### src/hdl/sttq_pkg.sv
// ============================================================================
// sttq_pkg
// Types and constants for the sorted timer task queue.
// ============================================================================
package sttq_pkg;

    localparam int unsigned TIME_W = 56;
    localparam int unsigned ID_W   = 8;

    // Most tasks popped by one fire command.
    localparam int unsigned MAX_OUT = 16;

    // Delay reported for an empty queue: 2^30 s in microseconds.
    localparam logic [TIME_W-1:0] EMPTY_DELAY = 56'd1073741824000000;

    typedef enum logic [2:0] {
        CMD_INSERT   = 3'd0,
        CMD_RM_OWNER = 3'd1,
        CMD_RM_TYPE  = 3'd2,
        CMD_QUERY    = 3'd3,
        CMD_FIRE     = 3'd4,
        CMD_DELAY    = 3'd5
    } cmd_t;

    typedef struct packed {
        logic [TIME_W-1:0] due;
        logic [ID_W-1:0]   owner;
        logic [ID_W-1:0]   kind;
    } entry_t;

    typedef enum logic [3:0] {
        ST_IDLE,
        ST_INS_RD,
        ST_INS_USE,
        ST_RM_RD,
        ST_RM_USE,
        ST_QRY_RD,
        ST_QRY_USE,
        ST_FCNT_RD,
        ST_FCNT_USE,
        ST_EMIT_RD,
        ST_EMIT_USE,
        ST_CPY_RD,
        ST_CPY_USE,
        ST_DLY_RD,
        ST_DLY_USE,
        ST_RESP
    } state_t;

endpackage

### src/hdl/sorted_timer_task_queue_top.sv
// ============================================================================
// sorted_timer_task_queue_top
// Due-time ordered task queue kept in one synchronous memory.
// ============================================================================
// Each command steps through read/use state pairs: insert walks down from the tail past
//   later entries (a full insert goes straight to its result), remove scans all n, query
//   stops at its first match, delay reads the head if any, and fire counts the due prefix
//   (at most 16), emits one result per due task and shifts the survivors down; m_tready
//   stalls add on. One command at a time; the next is accepted once the last result is
//   registered or a fire's copy pass ends. Reset (sync): queue and output empty, memory kept.

module sorted_timer_task_queue_top #(
    parameter int unsigned DEPTH = 16
) (
    input  logic         aclk,
    input  logic         aresetn,

    // Command items
    input  logic         s_tvalid,
    output logic         s_tready,
    input  logic [127:0] s_tdata,  // owner[7:0], task_type[15:8], due_time[71:16], now[127:72]
    input  logic [2:0]   s_tuser,  // command[2:0]

    // Result items
    output logic         m_tvalid,
    input  logic         m_tready,
    output logic [79:0]  m_tdata,  // out_owner[7:0], out_type[15:8], found[16],
                                   // time_value[72:17], full_error[73], zero pad[79:74]
    output logic         m_tlast   // last
);

    localparam int unsigned CW = $clog2(DEPTH + 1);  // counts 0..DEPTH
    localparam int unsigned IW = $clog2(DEPTH);      // memory address

    localparam int unsigned TW = sttq_pkg::TIME_W;
    localparam int unsigned DW = sttq_pkg::ID_W;

    // ------------------------------------------------------------------
    // Input field split
    // ------------------------------------------------------------------
    logic [DW-1:0] s_owner;
    logic [DW-1:0] s_type;
    logic [TW-1:0] s_due;
    logic [TW-1:0] s_now;

    assign s_owner = s_tdata[7:0];
    assign s_type  = s_tdata[15:8];
    assign s_due   = s_tdata[71:16];
    assign s_now   = s_tdata[127:72];

    // ------------------------------------------------------------------
    // Task memory: one write and one read port, registered read data.
    // The sequencer never reads and writes in the same cycle, so no
    // same-entry forwarding is needed.
    // ------------------------------------------------------------------
    sttq_pkg::entry_t mem [DEPTH];
    sttq_pkg::entry_t rdata_reg;

    logic             mem_we;
    logic [IW-1:0]    mem_waddr;
    sttq_pkg::entry_t mem_wdata;
    logic             mem_re;
    logic [IW-1:0]    mem_raddr;

    always_ff @(posedge aclk) begin
        if (mem_we) begin
            mem[mem_waddr] <= mem_wdata;
        end
        if (mem_re) begin
            rdata_reg <= mem[mem_raddr];
        end
    end

    // ------------------------------------------------------------------
    // Sequencer state
    // ------------------------------------------------------------------
    sttq_pkg::state_t state_reg, state_next;
    logic [CW-1:0]    cnt_reg, cnt_next;      // queued tasks
    logic [CW-1:0]    idx_reg, idx_next;      // scan pointer
    logic [CW-1:0]    wr_reg, wr_next;        // compaction write pointer
    logic [CW-1:0]    nfire_reg, nfire_next;  // tasks popped by this fire

    // Latched command payload
    logic [DW-1:0]    own_reg, own_next;
    logic [DW-1:0]    typ_reg, typ_next;
    logic [TW-1:0]    due_reg, due_next;
    logic [TW-1:0]    now_reg, now_next;
    logic             by_type_reg, by_type_next;

    // Staged single-result fields
    logic             rs_found_reg, rs_found_next;
    logic [TW-1:0]    rs_time_reg, rs_time_next;
    logic             rs_full_reg, rs_full_next;

    // Output register
    logic             m_valid_reg, m_valid_next;
    logic [DW-1:0]    m_owner_reg, m_owner_next;
    logic [DW-1:0]    m_type_reg, m_type_next;
    logic             m_found_reg, m_found_next;
    logic [TW-1:0]    m_time_reg, m_time_next;
    logic             m_full_reg, m_full_next;
    logic             m_last_reg, m_last_next;

    logic             out_free;
    logic             rd_match;
    logic             rd_expired;
    logic             fire_stop;
    sttq_pkg::entry_t new_entry;

    assign out_free   = !m_valid_reg || m_tready;
    assign rd_match   = (rdata_reg.owner == own_reg) &&
                        (!by_type_reg || (rdata_reg.kind == typ_reg));
    assign rd_expired = rdata_reg.due < now_reg;
    assign fire_stop  = (idx_reg == cnt_reg) || (32'(idx_reg) == sttq_pkg::MAX_OUT);
    assign new_entry  = '{due: due_reg, owner: own_reg, kind: typ_reg};

    assign s_tready = (state_reg == sttq_pkg::ST_IDLE);

    always_comb begin
        state_next    = state_reg;
        cnt_next      = cnt_reg;
        idx_next      = idx_reg;
        wr_next       = wr_reg;
        nfire_next    = nfire_reg;
        own_next      = own_reg;
        typ_next      = typ_reg;
        due_next      = due_reg;
        now_next      = now_reg;
        by_type_next  = by_type_reg;
        rs_found_next = rs_found_reg;
        rs_time_next  = rs_time_reg;
        rs_full_next  = rs_full_reg;

        m_valid_next  = m_valid_reg && !m_tready;
        m_owner_next  = m_owner_reg;
        m_type_next   = m_type_reg;
        m_found_next  = m_found_reg;
        m_time_next   = m_time_reg;
        m_full_next   = m_full_reg;
        m_last_next   = m_last_reg;

        mem_we    = 1'b0;
        mem_waddr = idx_reg[IW-1:0];
        mem_wdata = rdata_reg;
        mem_re    = 1'b0;
        mem_raddr = idx_reg[IW-1:0];

        unique case (state_reg)
            sttq_pkg::ST_IDLE: begin
                if (s_tvalid) begin
                    own_next      = s_owner;
                    typ_next      = s_type;
                    due_next      = s_due;
                    now_next      = s_now;
                    rs_found_next = 1'b0;
                    rs_time_next  = '0;
                    rs_full_next  = 1'b0;
                    idx_next      = '0;
                    wr_next       = '0;
                    by_type_next  = 1'b1;
                    unique case (s_tuser)
                        sttq_pkg::CMD_INSERT: begin
                            if (cnt_reg == CW'(DEPTH)) begin
                                rs_full_next = 1'b1;
                                state_next   = sttq_pkg::ST_RESP;
                            end else begin
                                idx_next   = cnt_reg;
                                state_next = sttq_pkg::ST_INS_RD;
                            end
                        end
                        sttq_pkg::CMD_RM_OWNER: begin
                            by_type_next = 1'b0;
                            state_next   = sttq_pkg::ST_RM_RD;
                        end
                        sttq_pkg::CMD_RM_TYPE:  state_next = sttq_pkg::ST_RM_RD;
                        sttq_pkg::CMD_QUERY:    state_next = sttq_pkg::ST_QRY_RD;
                        sttq_pkg::CMD_FIRE:     state_next = sttq_pkg::ST_FCNT_RD;
                        sttq_pkg::CMD_DELAY:    state_next = sttq_pkg::ST_DLY_RD;
                        default:                state_next = sttq_pkg::ST_RESP;
                    endcase
                end
            end

            // Insert: walk down from the tail, moving later entries up one.
            sttq_pkg::ST_INS_RD: begin
                if (idx_reg == '0) begin
                    mem_we     = 1'b1;
                    mem_waddr  = '0;
                    mem_wdata  = new_entry;
                    cnt_next   = cnt_reg + 1'b1;
                    state_next = sttq_pkg::ST_RESP;
                end else begin
                    mem_re     = 1'b1;
                    mem_raddr  = IW'(idx_reg - 1'b1);
                    state_next = sttq_pkg::ST_INS_USE;
                end
            end
            sttq_pkg::ST_INS_USE: begin
                mem_we    = 1'b1;
                mem_waddr = idx_reg[IW-1:0];
                if (rdata_reg.due > due_reg) begin
                    mem_wdata  = rdata_reg;
                    idx_next   = idx_reg - 1'b1;
                    state_next = sttq_pkg::ST_INS_RD;
                end else begin
                    mem_wdata  = new_entry;
                    cnt_next   = cnt_reg + 1'b1;
                    state_next = sttq_pkg::ST_RESP;
                end
            end

            // Remove: compact non-matching entries toward the head.
            sttq_pkg::ST_RM_RD: begin
                if (idx_reg == cnt_reg) begin
                    cnt_next   = wr_reg;
                    state_next = sttq_pkg::ST_RESP;
                end else begin
                    mem_re     = 1'b1;
                    state_next = sttq_pkg::ST_RM_USE;
                end
            end
            sttq_pkg::ST_RM_USE: begin
                if (!rd_match) begin
                    mem_we    = 1'b1;
                    mem_waddr = wr_reg[IW-1:0];
                    wr_next   = wr_reg + 1'b1;
                end
                idx_next   = idx_reg + 1'b1;
                state_next = sttq_pkg::ST_RM_RD;
            end

            // Query: first entry matching owner and type.
            sttq_pkg::ST_QRY_RD: begin
                if (idx_reg == cnt_reg) begin
                    state_next = sttq_pkg::ST_RESP;
                end else begin
                    mem_re     = 1'b1;
                    state_next = sttq_pkg::ST_QRY_USE;
                end
            end
            sttq_pkg::ST_QRY_USE: begin
                if (rd_match) begin
                    rs_found_next = 1'b1;
                    rs_time_next  = rdata_reg.due;
                    state_next    = sttq_pkg::ST_RESP;
                end else begin
                    idx_next   = idx_reg + 1'b1;
                    state_next = sttq_pkg::ST_QRY_RD;
                end
            end

            // Fire, pass 1: length of the expired prefix, capped.
            sttq_pkg::ST_FCNT_RD: begin
                if (fire_stop) begin
                    nfire_next = idx_reg;
                    if (idx_reg == '0) begin
                        state_next = sttq_pkg::ST_RESP;
                    end else begin
                        idx_next   = '0;
                        state_next = sttq_pkg::ST_EMIT_RD;
                    end
                end else begin
                    mem_re     = 1'b1;
                    state_next = sttq_pkg::ST_FCNT_USE;
                end
            end
            sttq_pkg::ST_FCNT_USE: begin
                if (rd_expired) begin
                    idx_next   = idx_reg + 1'b1;
                    state_next = sttq_pkg::ST_FCNT_RD;
                end else begin
                    nfire_next = idx_reg;
                    if (idx_reg == '0) begin
                        state_next = sttq_pkg::ST_RESP;
                    end else begin
                        idx_next   = '0;
                        state_next = sttq_pkg::ST_EMIT_RD;
                    end
                end
            end

            // Fire, pass 2: one result item per popped task.
            sttq_pkg::ST_EMIT_RD: begin
                mem_re     = 1'b1;
                state_next = sttq_pkg::ST_EMIT_USE;
            end
            sttq_pkg::ST_EMIT_USE: begin
                if (out_free) begin
                    m_valid_next = 1'b1;
                    m_owner_next = rdata_reg.owner;
                    m_type_next  = rdata_reg.kind;
                    m_found_next = 1'b1;
                    m_time_next  = '0;
                    m_full_next  = 1'b0;
                    m_last_next  = (idx_reg + 1'b1 == nfire_reg);
                    idx_next     = idx_reg + 1'b1;
                    if (idx_reg + 1'b1 == nfire_reg) begin
                        wr_next    = '0;
                        state_next = sttq_pkg::ST_CPY_RD;
                    end else begin
                        state_next = sttq_pkg::ST_EMIT_RD;
                    end
                end
            end

            // Fire, pass 3: shift the survivors down to the head.
            sttq_pkg::ST_CPY_RD: begin
                if (idx_reg == cnt_reg) begin
                    cnt_next   = wr_reg;
                    state_next = sttq_pkg::ST_IDLE;
                end else begin
                    mem_re     = 1'b1;
                    state_next = sttq_pkg::ST_CPY_USE;
                end
            end
            sttq_pkg::ST_CPY_USE: begin
                mem_we     = 1'b1;
                mem_waddr  = wr_reg[IW-1:0];
                wr_next    = wr_reg + 1'b1;
                idx_next   = idx_reg + 1'b1;
                state_next = sttq_pkg::ST_CPY_RD;
            end

            // Delay to head.
            sttq_pkg::ST_DLY_RD: begin
                if (cnt_reg == '0) begin
                    rs_time_next = sttq_pkg::EMPTY_DELAY;
                    state_next   = sttq_pkg::ST_RESP;
                end else begin
                    mem_re     = 1'b1;
                    mem_raddr  = '0;
                    state_next = sttq_pkg::ST_DLY_USE;
                end
            end
            sttq_pkg::ST_DLY_USE: begin
                rs_time_next = (rdata_reg.due > now_reg) ? (rdata_reg.due - now_reg) : '0;
                state_next   = sttq_pkg::ST_RESP;
            end

            sttq_pkg::ST_RESP: begin
                if (out_free) begin
                    m_valid_next = 1'b1;
                    m_owner_next = '0;
                    m_type_next  = '0;
                    m_found_next = rs_found_reg;
                    m_time_next  = rs_time_reg;
                    m_full_next  = rs_full_reg;
                    m_last_next  = 1'b1;
                    state_next   = sttq_pkg::ST_IDLE;
                end
            end

            default: state_next = sttq_pkg::ST_IDLE;
        endcase
    end

    // Control registers
    always_ff @(posedge aclk) begin
        if (!aresetn) begin
            state_reg   <= sttq_pkg::ST_IDLE;
            cnt_reg     <= '0;
            m_valid_reg <= 1'b0;
        end else begin
            state_reg   <= state_next;
            cnt_reg     <= cnt_next;
            m_valid_reg <= m_valid_next;
        end
    end

    // Payload and pointer registers
    always_ff @(posedge aclk) begin
        idx_reg      <= idx_next;
        wr_reg       <= wr_next;
        nfire_reg    <= nfire_next;
        own_reg      <= own_next;
        typ_reg      <= typ_next;
        due_reg      <= due_next;
        now_reg      <= now_next;
        by_type_reg  <= by_type_next;
        rs_found_reg <= rs_found_next;
        rs_time_reg  <= rs_time_next;
        rs_full_reg  <= rs_full_next;
        m_owner_reg  <= m_owner_next;
        m_type_reg   <= m_type_next;
        m_found_reg  <= m_found_next;
        m_time_reg   <= m_time_next;
        m_full_reg   <= m_full_next;
        m_last_reg   <= m_last_next;
    end

    assign m_tvalid = m_valid_reg;
    assign m_tlast  = m_last_reg;
    assign m_tdata  = {6'b0, m_full_reg, m_time_reg, m_found_reg, m_type_reg, m_owner_reg};

    // ------------------------------------------------------------------
    // Assertions
    // ------------------------------------------------------------------
    a_cnt_bound: assert property (@(posedge aclk) disable iff (!aresetn)
        cnt_reg <= CW'(DEPTH))
        else $error("task count above DEPTH");

    a_no_rw_overlap: assert property (@(posedge aclk) disable iff (!aresetn)
        !(mem_we && mem_re))
        else $error("memory read and write in the same cycle");

    a_cnt_grows_by_one: assert property (@(posedge aclk) disable iff (!aresetn)
        (state_reg == sttq_pkg::ST_IDLE && s_tvalid) |=> (cnt_reg <= $past(cnt_reg) + 1'b1))
        else $error("task count grew by more than one");

    a_fire_only_popped: assert property (@(posedge aclk) disable iff (!aresetn)
        (m_valid_reg && !m_found_reg) |-> (m_owner_reg == '0 && m_type_reg == '0 && m_last_reg))
        else $error("non-fire result carries task fields or is not last");

    a_full_is_last: assert property (@(posedge aclk) disable iff (!aresetn)
        (m_valid_reg && m_full_reg) |-> (m_last_reg && !m_found_reg))
        else $error("full flag on a fired or non-final result");

endmodule

### config.mk
export PLATFORM = sky130hd
export DESIGN_NAME = sorted_timer_task_queue_top
export DESIGN_NICKNAME = d
export VERILOG_FILES = /design/src/hdl/sttq_pkg.sv /design/src/hdl/sorted_timer_task_queue_top.sv
export SDC_FILE = /design/constraint.sdc
export NUM_CORES = 2
export LEC_CHECK = 0
export CAP_MARGIN = 20
export CORE_ASPECT_RATIO = 0.8
export CORE_MARGIN = 2
export CORE_UTILIZATION = 40
export CTS_CLUSTER_DIAMETER = 30
export DETAILED_ROUTE_END_ITERATION = 6
export DONT_BUFFER_PORTS = 1
export GPL_ROUTABILITY_DRIVEN = 0
export GPL_TIMING_DRIVEN = 0
export PLACE_DENSITY = 0.57
export SETUP_SLACK_MARGIN = 0.02
export SYNTH_ARGS = -nofsm -noshare
export SYNTH_HDL_FRONTEND = slang
export SYNTH_SLANG_ARGS = --single-unit
### constraint.sdc
create_clock -name aclk -period 7.4 [get_ports aclk]
set_input_delay 1.48 -clock aclk [delete_from_list [all_inputs] [get_ports aclk]]
set_output_delay 1.48 -clock aclk [all_outputs]
set_load 0.02 [all_outputs]
**Word level (Yosys, flattened, before mapping)**

Memory sizes are Yosys's and may differ from the RTL's. A register that Yosys moved wholly into a read port is not among the register bits.
Cells that the tools add are included.

- Order comparisons: 3
- Shifts and indexed selects: 0
- Eq/ne operators: 40
- Reduce and logical (&&, ||, !) cells: 34
- Bitwise logic cells: 0
- Add/sub/neg operators: 5
- Muxes and demuxes: 86
- Multipliers: 0
- Divide/modulo/power cells: 0

Operator list:

| cell | count |
|---|---|
| 56-bit two-way mux | 6 |
| 56-bit one-hot mux with 4 select lines | 1 |
| 72-bit two-way mux | 2 |
| 72-bit one-hot mux with 2 select lines | 1 |
| 56-bit > comparator | 2 |
| 56-bit one-hot mux with 2 select lines | 1 |
| 5-bit two-way mux | 18 |
| 4-bit two-way mux | 16 |
| 4-bit one-hot mux with 16 select lines | 1 |
| 56-bit less-than comparator | 1 |
| 56-bit subtractor | 1 |
| 5-bit one-hot mux with 7 select lines | 1 |
| 4-bit equality test (second input constant) | 8 |
| 8-bit one-hot mux with 2 select lines | 2 |
| 2-bit inequality test (second input constant) | 13 |
| 8-bit two-way mux | 3 |
| 1-bit two-way mux | 20 |
| 4-bit one-hot mux with 5 select lines | 1 |
| 5-bit one-hot mux with 4 select lines | 1 |
| 4-bit by 3-bit equality test with 1-bit output (second input constant) | 4 |
| 8-bit equality test | 2 |
| 5-bit by 1-bit adder with 5-bit output (second input constant) | 3 |
| 5-bit one-hot mux with 3 select lines | 1 |
| 4-bit one-hot mux with 3 select lines | 1 |
| 33 further kinds | 58 |

- ROM bits: 0
- RAM bits: 1,152
- Register bits after elaboration: 287
- Bits of input ports: 135
- Memories: 1
- Bits in latches: 0
- Word-level logic and storage cells: 189

Memories:

| memory | depth | width | read ports | clocked after Yosys merged registers in | wr ports | line | text |
|---|---|---|---|---|---|---|---|
| mem | 16 | 72 | 1 | 1 | 1 | sorted_timer_task_queue_top.sv:56 | `sttq_pkg::entry_t mem [DEPTH];` |

**Depth between registers and ports, before layout**

- Depth after elaboration: 7
- Depth in mapped cells: 17
- Mapped depth without buffers: 13

**Least setup slack after synthesis**

No wires, ideal clock.

- Path kind: input -> register
- Start point: input s_tvalid
- End point: register rs_time_reg[0] (enable)
- Arrival: 5,914 ps
- Slack: 933 ps
- Stages: 4
- Setup time: 554 ps
- Cells stage by stage: nand3_1 a21oi_1 nor2_1 a211oi_1

- Word-level cells in the longest chain between the ends: 2

Ends and longest elaborated chain:

| element | line | text |
|---|---|---|
| start, declared | sorted_timer_task_queue_top.sv:19 | `input logic s_tvalid,` |
| 2-bit inequality test (no line) | -- |  |
| 4-bit AND reduction (no line) | -- |  |
| end signal, assigned | sorted_timer_task_queue_top.sv:381 | `rs_time_reg <= rs_time_next;` |
| end, declared | sorted_timer_task_queue_top.sv:92 | `logic [TW-1:0] rs_time_reg, rs_time_next;` |

Every way passes these cells.
A chain may end at the register's enable or synchronous reset.

**Worst setup path in the final report**

- Start point: register now_reg[6]
- End point: register rs_time_reg[49] (data pin)

- Word-level cells in the longest chain between the ends: 3
- Elaborated cells on any way between the ends: 4
- Classes of those cells: 1 x add/sub; 1 x order compare; 2 x mux

Ends and longest elaborated chain:

| element | line | text |
|---|---|---|
| start, declared | sorted_timer_task_queue_top.sv:87 | `logic [TW-1:0] now_reg, now_next;` |
| start signal, assigned | sorted_timer_task_queue_top.sv:378 | `now_reg <= now_next;` |
| 56-bit subtractor or 56-bit > comparator (tied branches) | sorted_timer_task_queue_top.sv:336 | `rs_time_next = (rdata_reg.due > now_reg) ? (rdata_reg.due - now_reg) : '0;` |
| 56-bit two-way mux (*) | sorted_timer_task_queue_top.sv:336 |  |
| 56-bit one-hot mux with 4 select lines (*) | sorted_timer_task_queue_top.sv:148 | `unique case (state_reg)` |
| named net rs_time_next[49] | sorted_timer_task_queue_top.sv:92 |  |

The timed path passes the listed nets; every way through them passes the cells marked *.

==> key figures <==
Worst setup path
  – CP Cell Sequence: inv_1, ha_1, and3_1, a311o_1, a21o_1, a211oi_2, a21oi_1, a21oi_1, nor2_1, buf_4, inv_1, clkbuf_1, o21ai_0
  – R2R cell count: 13
  – Slowest stage delay, CP: 740 ps
  – Family with the most delay on the worst path: compound AO/OA/AOI/OAI gates
  – Setup crit start kind: flop
  – CP max stage cell: clkbuf_1
  – WP data arrival: 6750 ps
  – Start point of the critical path: now_reg[6]
  – Crit path depth: 13
  – CP Class: flop to flop
  – CP endpoint kind: flop
  – Capturing point of the worst reg2reg path: rs_time_reg[49]
  – Crit path capture: rs_time_reg[49]
  – Buf/Inv on CP: 4
  – FF-to-FF Start: now_reg[6]
  – Critical path fanouts, max: 10
  – Required @ worst endpoint: 7930 ps
  – R2r setup slk: 1180 ps

CTS
  – Clk_lat worst skew: 910 ps
  – Post_cts resized: 0
  – Post-CTS setup buffer count: 0
  – CTS root buf: clkbuf_16
  – H-Tree Depth: 5
  – Clock Path Buffers: 4
  – CTS clk-pin slew, worst paths: 50 ps
  – Total clock sinks: 1511
  – Post-cts hold buffer count: 0
  – CTS buffer count: 329
  – CTS tree: built

Drt
  – DRC Markers: 0
  – Via density: 5.60
  – Initial DRC count: 5300
  – Via count: 44200
  – TritonRoute pass-1 iters: 6
  – DRT Wirelength: 198000 um
  – ANT nets after route: 0
  – Wire length per cell: 25.1 um

Logic synthesis
  – Warnings from Yosys: 0
  – Mapped cell area: 0.0646 mm^2
  – Seq/Total Area, Yosys: 0.700
  – EDFF count, synth: 1501
  – Synth Area per Inst: 12.7 um^2
  – Seq cells post-synth: 1511
  – Mapped Cells: 5104
  – Unique masters post-synth: 81
  – Async S/R FF share, synth: 0
  – Most used DFF post-synth: edfxtp_1

Floorplan
  – Die span in y: 364 um
  – FP Rows: 131
  – Io pins: 218
  – Initial core utilization: 0.404
  – Chip width: 453 um
  – Die area: 0.165 mm^2
  – Core ar.: 0.160 mm^2

Power
  – Sw Ratio: 0.384
  – Clk pwr share: 0.330
  – Pwr dens: 545 mW/mm^2
  – Logic pwr share: 0.363
  – Pleak: 29.1 nW
  – Max IR drop VDD: 280 uV
  – P_int: 0.0267 W
  – NetSw: 0.0166 W
  – Sequential fraction of design power: 0.307

STA
  – Tmin final: 6220 ps
  – RSZ-0062 raised after global routing: false
  – FMAX: 0.161 GHz
  – Pins over their slew limit: 0
  – Setup WS post-layout: 1180 ps
  – Clk_skew: 73.4 ps
  – Max_slew headroom: 0.188
  – Worst slew pin tran: 1210 ps
  – Final setup viols: 0
  – Hold Vio Cnt, Final: 0
  – Final period utilization: 0.841

Finish
  – Multi-input logic area: 0.0177 mm^2
  – Fill count: 13800
  – Most frequent cells in the layout: edfxtp_1, nand2_1, nand3_1, clkbuf_16, clkbuf_1
  – P&R area growth vs syn: 23.1%
  – Final Instance Area: 0.0796 mm^2
  – Final #Nets: 5757
  – Seq. cell area: 0.0453 mm^2
  – Share of cells above drive strength 1: 0.136
  – Largest register FFs: 1152
  – Leading cell type in the layout, fill and taps excluded: edfxtp_1

Placed design
  – Area post-placement: 0.0688 mm^2
  – IO buf count: 0
  – Pre-CTS setup slack: 1430 ps
  – DP HPWL: 136000 um

Min path
  – HP Class: flop to flop

Global routing
  – All-Layer GR Usage: 0.237
  – First-pass GRT wire length: 288000 um
  – Largest net degree at the start of global routing: 86
  – Total gr overflow: 0
  – Number of global-route vias before repair: 42500
  – Initial antenna violation count: 7

Run
  – Max Cap Viol: 0

Status
  – Status: finished, final reports clean
## cells by family after synthesis
| kind of cell | count (synthesis) | synth area share |
|---|---|---|
| AO/OA/AOI/OAI | 601 | 0.0641 |
| XOR/XNOR | 89 | 0.0121 |
| adder cells (fa/ha/maj) | 120 | 0.0233 |
| buffers and inverters | 443 | 0.0292 |
| flip-flops | 1511 | 0.700 |
| multiplexers | 75 | 0.0166 |
| other | 1 | 0.0000580 |
| AND/OR/NAND/NOR | 2264 | 0.154 |
## how the worst min path moves through the flow
stage,from,to,cells after the start,slack (ps)
final,idx_reg[4],nfire_reg[4],0,450
after global routing,idx_reg[4],nfire_reg[4],0,470
after CTS,idx_reg[4],nfire_reg[4],0,450
after detailed placement,idx_reg[4],nfire_reg[4],0,440
after global placement,idx_reg[4],nfire_reg[4],0,430
after floorplan,idx_reg[4],nfire_reg[4],0,420
## worst reg2reg max path: stages (launching register included)
cell and delay [ps]:
edfxtp_1 680, inv_1 100, ha_1 350, and3_1 340
a311o_1 510, a21o_1 300, a211oi_2 630, a21oi_1 350
a21oi_1 450, nor2_1 280, buf_4 260, inv_1 580
clkbuf_1 740, o21ai_0 300
## stage by stage
step           utilization  setup TNS (ps)  hold slack [ps]  power [W]  instances
2_1_floorplan            -               0              424     0.0226       5109
3_3_place_gp         0.421        -2272780              433     0.0286       7237
3_5_place_dp         0.430               0              440     0.0290       7299
4_1_cts              0.497               0              454     0.0433       7877
5_1_grt              0.497               0              469     0.0453       7879
6_report             0.498               0              454     0.0434       7884
## final cells by class
class | count | area share
sequential | 1511 | 0.569
multi-input combinational | 3155 | 0.222
clock buffer | 371 | 0.107
antenna | 7 | 0.000220
clock inverter | 207 | 0.0289
timing repair buffer | 62 | 0.0157
inverter | 135 | 0.00643
tap | 2128 | 0.0335
buffer | 308 | 0.0174
## layer usage
metal	track usage	share of wire	vias to the layer above
met5	0	0.00012	-
met4	0.0971	0.040	4
met3	0.0473	0.085	405
met2	0.358	0.44	2019
met1	0.335	0.43	22100
li1	-	-	19700
## Yosys cell counts, drive strengths merged (40+ instances only)
master	number	area share
buf	139	0.012
nand2	1289	0.075
nand3	612	0.047
and2	79	0.0076
a31oi	91	0.0088
o21ai	108	0.0084
clkbuf	169	0.0098
xnor2	49	0.0066
xor2	40	0.0054
and3	87	0.0084
nor2	90	0.0052
a21o	61	0.0071
edfxtp	1501	0.70
a311oi	146	0.020
inv	134	0.0078
ha	119	0.023
mux2	72	0.016
a21oi	106	0.0083
## power groups by stage
stage | clock network (W) | logic (W) | registers (W)
after floorplan | 0 | 0.00950 | 0.0131
after global placement | 0 | 0.0149 | 0.0136
after detailed placement | 0 | 0.0155 | 0.0134
after CTS | 0.0144 | 0.0156 | 0.0133
after global routing | 0.0149 | 0.0171 | 0.0134
final | 0.0143 | 0.0158 | 0.0133
No activity file was read; power rests on OpenSTA's default activity.
